==> src/sv/rtcsm_pkg.sv <==
// Shared types and constants for the three-wire serial clock-chip master.
package rtcsm_pkg;

  localparam int unsigned HalfPeriodW = 16;
  localparam logic [HalfPeriodW-1:0] HalfPeriodReset = 16'd2;
  localparam logic [2:0] LastBit = 3'd7;
  localparam logic [2:0] HighDigitBit = 3'd4;

  typedef enum logic [7:0] {
    PH_IDLE   = 8'b0000_0001,
    PH_CE_LOW = 8'b0000_0010,
    PH_CMD_HI = 8'b0000_0100,
    PH_CMD_LO = 8'b0000_1000,
    PH_DAT_HI = 8'b0001_0000,
    PH_DAT_LO = 8'b0010_0000,
    PH_RD_HI  = 8'b0100_0000,
    PH_RD_LO  = 8'b1000_0000
  } phase_t;

  typedef struct packed {
    logic       start_req;
    logic       opcode;
    logic [7:0] command;
    logic [7:0] write_data;
    logic       io_in;
  } req_t;

  typedef struct packed {
    logic       chip_enable;
    logic       serial_clock;
    logic       io_out;
    logic       io_drive;
    logic       busy_res;
    logic       done_res;
    logic [7:0] read_value;
  } res_t;

  typedef struct packed {
    phase_t                 phase;
    logic [2:0]             bit_count;
    logic [7:0]             shift_byte;
    logic [3:0]             low_digit;
    logic [3:0]             high_digit;
    logic [HalfPeriodW-1:0] tick_count;
    logic                   is_read;
    logic [7:0]             data_hold;
    logic [7:0]             last_value;
  } seq_state_t;

endpackage

==> src/sv/rtcsm_step.sv <==
// Next-state and pin-level logic for one tick of the serial sequencer.
module rtcsm_step (
  input  rtcsm_pkg::seq_state_t                   cur,
  input  rtcsm_pkg::req_t                         req,
  input  logic [rtcsm_pkg::HalfPeriodW-1:0]       half_period,
  output rtcsm_pkg::seq_state_t                   nxt,
  output rtcsm_pkg::res_t                         res
);
  import rtcsm_pkg::*;

  logic [HalfPeriodW-1:0] hp;
  logic                   done;
  logic [2:0]             bit_inc;
  logic                   drive;

  // Shift the sampled pin into the digit selected by the bit index.
  function automatic seq_state_t enter_read_high(seq_state_t s, logic pin);
    seq_state_t r;
    r = s;
    if (s.bit_count < HighDigitBit) begin
      r.low_digit = {pin, s.low_digit[3:1]};
    end else begin
      r.high_digit = {pin, s.high_digit[3:1]};
    end
    r.phase = PH_RD_HI;
    r.tick_count = HalfPeriodW'(1);
    return r;
  endfunction

  assign hp = (half_period == '0) ? HalfPeriodW'(1) : half_period;
  assign bit_inc = cur.bit_count + 3'd1;

  always_comb begin
    nxt = cur;
    done = 1'b0;
    case (cur.phase)
      PH_IDLE: begin
        if (req.start_req) begin
          nxt.is_read = req.opcode;
          nxt.shift_byte = req.command;
          nxt.data_hold = req.write_data;
          nxt.bit_count = '0;
          nxt.low_digit = '0;
          nxt.high_digit = '0;
          nxt.tick_count = '0;
          nxt.phase = PH_CE_LOW;
        end
      end
      PH_CE_LOW: begin
        nxt.phase = PH_CMD_HI;
        nxt.tick_count = HalfPeriodW'(1);
      end
      default: begin
        if (cur.tick_count < hp) begin
          nxt.tick_count = cur.tick_count + HalfPeriodW'(1);
        end else begin
          case (cur.phase)
            PH_CMD_HI: begin
              nxt.phase = PH_CMD_LO;
              nxt.tick_count = HalfPeriodW'(1);
            end
            PH_DAT_HI: begin
              nxt.phase = PH_DAT_LO;
              nxt.tick_count = HalfPeriodW'(1);
            end
            PH_RD_HI: begin
              nxt.phase = PH_RD_LO;
              nxt.tick_count = HalfPeriodW'(1);
            end
            PH_CMD_LO, PH_DAT_LO: begin
              nxt.shift_byte = {1'b0, cur.shift_byte[7:1]};
              if (cur.bit_count == LastBit) begin
                nxt.bit_count = '0;
                if (cur.phase == PH_DAT_LO) begin
                  nxt.phase = PH_IDLE;
                  nxt.tick_count = '0;
                  done = 1'b1;
                end else if (cur.is_read) begin
                  nxt = enter_read_high(nxt, req.io_in);
                end else begin
                  nxt.shift_byte = cur.data_hold;
                  nxt.phase = PH_DAT_HI;
                  nxt.tick_count = HalfPeriodW'(1);
                end
              end else begin
                nxt.bit_count = bit_inc;
                nxt.phase = (cur.phase == PH_CMD_LO) ? PH_CMD_HI : PH_DAT_HI;
                nxt.tick_count = HalfPeriodW'(1);
              end
            end
            PH_RD_LO: begin
              if (cur.bit_count == LastBit) begin
                // high*10 + low as (high<<3) + (high<<1) + low
                nxt.last_value = {1'b0, cur.high_digit, 3'b000}
                               + {3'b000, cur.high_digit, 1'b0}
                               + {4'b0000, cur.low_digit};
                nxt.phase = PH_IDLE;
                nxt.bit_count = '0;
                nxt.tick_count = '0;
                done = 1'b1;
              end else begin
                nxt.bit_count = bit_inc;
                nxt = enter_read_high(nxt, req.io_in);
              end
            end
            default: begin
              nxt = cur;
            end
          endcase
        end
      end
    endcase
  end

  assign drive = (nxt.phase == PH_CMD_HI) || (nxt.phase == PH_CMD_LO)
              || (nxt.phase == PH_DAT_HI) || (nxt.phase == PH_DAT_LO);

  always_comb begin
    res.chip_enable = !((nxt.phase == PH_IDLE) || (nxt.phase == PH_CE_LOW));
    res.serial_clock = (nxt.phase == PH_CMD_HI) || (nxt.phase == PH_DAT_HI)
                    || (nxt.phase == PH_RD_HI);
    res.io_out = drive & nxt.shift_byte[0];
    res.io_drive = drive;
    res.busy_res = (nxt.phase != PH_IDLE);
    res.done_res = done;
    res.read_value = nxt.last_value;
  end

endmodule

==> src/sv/three_wire_rtc_serial_master_unit.sv <==
// Top level of the three-wire serial clock-chip master: tick sequencer and result register.
//
// Each item on the req channel is one timing tick of the pin sequencer and
// produces exactly one item on the res channel, which carries the pin levels
// (chip enable, serial clock, data out and drive enable) after that tick, a
// busy flag, a one-tick done flag and the value of the last completed read.
// A tick with start_req set while idle latches opcode, command and write data;
// requests while busy, including the completing tick, are ignored. The
// command and then the write byte go out LSB first, each bit held for
// half_period ticks with the clock high and half_period ticks with it low; a
// read samples io_in at the start of each clock-high level and returns
// high_digit*10 + low_digit. Throughput is one item per cycle: the sequencer
// state update is a single registered pass, and the result register is
// refilled in the same cycle it is drained, so req_stall rises only while a
// result is held by res_stall. An accepted item's result is registered and
// appears in the next cycle. The half-period register (reset 2, zero acts as
// one) is written through cfg_valid/cfg_data, always ready; write it only while idle.
module three_wire_rtc_serial_master_unit (
  input  logic                              clk,
  input  logic                              rst,
  input  logic                              req_valid,
  output logic                              req_stall,
  input  rtcsm_pkg::req_t                   req,
  output logic                              res_valid,
  input  logic                              res_stall,
  output rtcsm_pkg::res_t                   res,
  input  logic                              cfg_valid,
  output logic                              cfg_ready,
  input  logic [rtcsm_pkg::HalfPeriodW-1:0] cfg_data
);
  import rtcsm_pkg::*;

  seq_state_t             state;
  seq_state_t             state_next;
  res_t                   res_next;
  logic [HalfPeriodW-1:0] half_period;
  logic                   req_take;

  // Hold new ticks only while a finished result is still waiting downstream.
  assign req_stall = res_valid & res_stall;
  assign req_take = req_valid & ~req_stall;
  assign cfg_ready = 1'b1;

  rtcsm_step u_step (
    .cur        (state),
    .req        (req),
    .half_period(half_period),
    .nxt        (state_next),
    .res        (res_next)
  );

  // Half-period register.
  always_ff @(posedge clk) begin
    if (rst) begin
      half_period <= HalfPeriodReset;
    end else if (cfg_valid && cfg_ready) begin
      half_period <= cfg_data;
    end
  end

  // Sequencer state: advance one tick per accepted item.
  always_ff @(posedge clk) begin
    if (rst) begin
      state.phase <= PH_IDLE;
      state.bit_count <= '0;
      state.shift_byte <= '0;
      state.low_digit <= '0;
      state.high_digit <= '0;
      state.tick_count <= '0;
      state.is_read <= 1'b0;
      state.data_hold <= '0;
      state.last_value <= '0;
    end else if (req_take) begin
      state <= state_next;
    end
  end

  // Result register: load on accept, drop valid once taken.
  always_ff @(posedge clk) begin
    if (rst) begin
      res_valid <= 1'b0;
    end else if (req_take) begin
      res_valid <= 1'b1;
    end else if (!res_stall) begin
      res_valid <= 1'b0;
    end
  end

  always_ff @(posedge clk) begin
    if (req_take) begin
      res <= res_next;
    end
  end

endmodule
==> config.mk <==
export PLATFORM = sky130hd
export DESIGN_NAME = three_wire_rtc_serial_master_unit
export DESIGN_NICKNAME = d
export VERILOG_FILES = /design/src/sv/rtcsm_pkg.sv /design/src/sv/rtcsm_step.sv /design/src/sv/three_wire_rtc_serial_master_unit.sv
export SDC_FILE = /design/constraint.sdc
export NUM_CORES = 1
export LEC_CHECK = 0
export BUFFER_PORTS_ARGS = -buffer_cell sky130_fd_sc_hd__buf_2
export CORE_UTILIZATION = 45
export CTS_BUF_LIST = sky130_fd_sc_hd__clkbuf_8 sky130_fd_sc_hd__clkbuf_16
export DETAILED_ROUTE_END_ITERATION = 6
export PLACE_DENSITY = 0.75
export RECOVER_POWER = 50
export SLEW_MARGIN = 20
export SYNTH_ARGS = -nofsm -noshare
export SYNTH_HDL_FRONTEND = slang
export SYNTH_SLANG_ARGS = --single-unit
==> constraint.sdc <==
create_clock -name clk -period 3.2 [get_ports clk]
set_clock_uncertainty 0.15 [all_clocks]
set_input_delay 0 -clock clk [delete_from_list [all_inputs] [get_ports clk]]
set_output_delay 0 -clock clk [all_outputs]
set_load 0.01 [all_outputs]
==> results_dict.tcl <==
set metrics [dict create \
    synthFlopType "dfxtp_1" \
    fin_cells 848 \
    track_usage 0.232 \
    syn-mean-instance-area_um2 8.52 \
    critPathLaunchType "flip-flop" \
    clockBufferDepth 2 \
    period_needed_ns 3.10 \
    clock_sinks 91 \
    dp_hpwl_um 8910 \
    tritoncts "built" \
    min_path_cells 3 \
    endpoint_kind "flip-flop" \
    grt_start_max_net_pins 35 \
    critPathKind "flip-flop to flip-flop" \
    areaGrowthSynthToFinish_pct 24.8 \
    vias 4765 \
    syn-num-nets 655 \
    ys_ff_latch 91 \
    cellPowerDensity_mw_per_mm2 377 \
    diodes 0 \
    path_depth 13 \
    placeableCoreArea_mm2 0.0108 \
    final_common_cell "dfxtp_1" \
    cts_root_buffer "clkbuf_8" \
    crit_path_max_incr_delay_ns 0.37 \
    final_cell_mix "dfxtp_1, a21oi_1, nor2_1" \
    drc 0 \
    max_slew_margin -0.111 \
    hold_viol 0 \
    die_w_um 108 \
    layout-drive-gt1-share 0.158 \
    grt_pass1_wl_um 21200 \
    wl_per_cell_um 15.1 \
    pin_count 57 \
    timing.final.crit_share 0.969 \
    synth_cells 588 \
    rows 38 \
    grt_pass1_vias 4628 \
    ys_types 63 \
    finalPower_mw 2.36 \
    setup_tns_ns 0 \
    cts_buffers 9 \
    die_h_um 108 \
    die_area_mm2 0.0116 \
    synth_enable_flop_cells 14 \
    first_pass_iters 5 \
    crit_top_cell "buf_4" \
    max_freq_mhz 322 \
    ctsHtreeMaxLevel 3 \
    async_flop_share 0 \
    hold_path.class "input pin to flip-flop" \
    arrival_ns 3.10 \
    path_delay_family "compound AO/OA/AOI/OAI gates" \
    setup_violations 0 \
    ant_nets 0 \
    finish.utilization 0.577 \
    finalNetCount 770 \
    clkLatencyLatePin_ns 0.38 \
    grt_remaining_overflow 0 \
    tightestPinTransition_ns 1.67 \
    viasPerCell 5.62 \
    syn-cell-area_mm2 0.00501 \
    crit_chain "inv_1 -> ha_1 -> a211o_1 -> a21oi_1 -> o21ai_1 -> a221o_1 -> buf_4 -> o21ai_2 -> a32oi_2 -> buf_4 -> xnor2_1 -> o32ai_2 -> and2_1" \
    start_util 0.462 \
    fin_ws_ns 0.0985 \
    irDropWorstVdd_uv 287 \
    cts.clk_slew.worst_paths_ns 0.09 \
    antenna_found_initial 0 \
    wl_um 12800 \
    critPathBufInv 3 \
    r2r_cells 13 \
    drt_iter0_markers 342 \
    dp_slack_ns 0.0799 \
    dpl_cell_area_mm2 0.00550 \
    synth_warnings 0 \
    drv_cap 1 \
    critPathMaxFanout 4 \
    cpMaxStageDelayCell "a221o_1" \
    placement.io_buffers 55 \
    rsz0062_at_grt "yes" \
    power.leakage_nw 2.42 \
    hold_ws_ns 0.00980 \
    place.gp.congestion 0.902 \
    violations "max-capacitance violations, max-slew violations" \
    ys_seq_area_frac 0.391 \
    postLayoutCellArea_mm2 0.00625 \
    placedCellCount 778 \
    crit_required_ns 3.19 \
    maxSlewViolCount 35 \
    status "complete, but fails checks" \
]
-- timing repair --
action,4_1_cts,5_1_grt
hold buffers,50,0
resized for setup,0,16
buffers inserted,0,4
setup endpoints to repair,0,31
endpoints found under the hold margin,45,0
-- path summary, 6_finish.rpt --
path / startpoint / end / slack [ns]
setup / recovery: half_period[13] / res[11] / 0.1
hold / removal: cfg_valid / half_period[2] / 0.01
setup reg to reg: half_period[13] / res[11] / 0.1
hold reg to reg: state[5] / state[5] / 0.31
-- state kept, by name (all words and copies together), names as in the netlist --
name         flops
res             14
state           60
res_valid        1
half_period     16
-- cells in the mapped netlist (10+ instances only) --
| library cell | n | share of area |
|---|---|---|
| mux2i_1 | 26 | 0.052 |
| dfxtp_1 | 77 | 0.31 |
| o21ai_0 | 30 | 0.030 |
| a21oi_1 | 66 | 0.066 |
| inv_1 | 24 | 0.018 |
| clkbuf_1 | 16 | 0.012 |
| or3_1 | 18 | 0.022 |
| edfxtp_1 | 14 | 0.084 |
| nand3_1 | 19 | 0.019 |
| ha_1 | 25 | 0.062 |
| nand2b_1 | 10 | 0.012 |
| a211oi_1 | 12 | 0.018 |
| nor2_1 | 65 | 0.049 |
| nand2_1 | 63 | 0.047 |
-- metal layers --
metal / global-route usage / wire length [µm]
met5: 0 / 0
met4: 0.0939 / 253
met3: 0.0345 / 611
met2: 0.381 / 6080
met1: 0.304 / 5870
-- final cells by class --
cell class | instances | area [µm²]
multi-input combinational | 445 | 2890
fill | 959 | 4590
inverter | 24 | 90.1
sequential | 91 | 1960
clock buffer | 9 | 124
timing repair buffer | 132 | 970
clock inverter | 7 | 43.8
tap | 140 | 175
-- cells by family (layout without fill, tap and decap cells) --
kind of cell,after synthesis,after routing,share of synthesized area
AND/OR/NAND/NOR,224,224,0.222
AO/OA/AOI/OAI,152,152,0.190
flip-flops,91,91,0.391
buffers and inverters,52,172,0.0454
multiplexers,30,30,0.0609
adder cells (fa/ha/maj),27,27,0.0704
XOR/XNOR,11,11,0.0192
other,1,1,0.000748
-- where the power goes --
part,internal [mW],switching [mW],leakage (nW)
Clock,0.280,0.427,0.0871
Combinational,0.185,0.224,1.56
Sequential,1.20,0.0352,0.766
-- worst min-delay path, delay by kind of cell --
family	cells	cell delay [ns]
multiplexers	1	0.17
buffers and inverters	1	0.26
AND/OR/NAND/NOR	1	0.07
(Power assumes the default switching activity.)
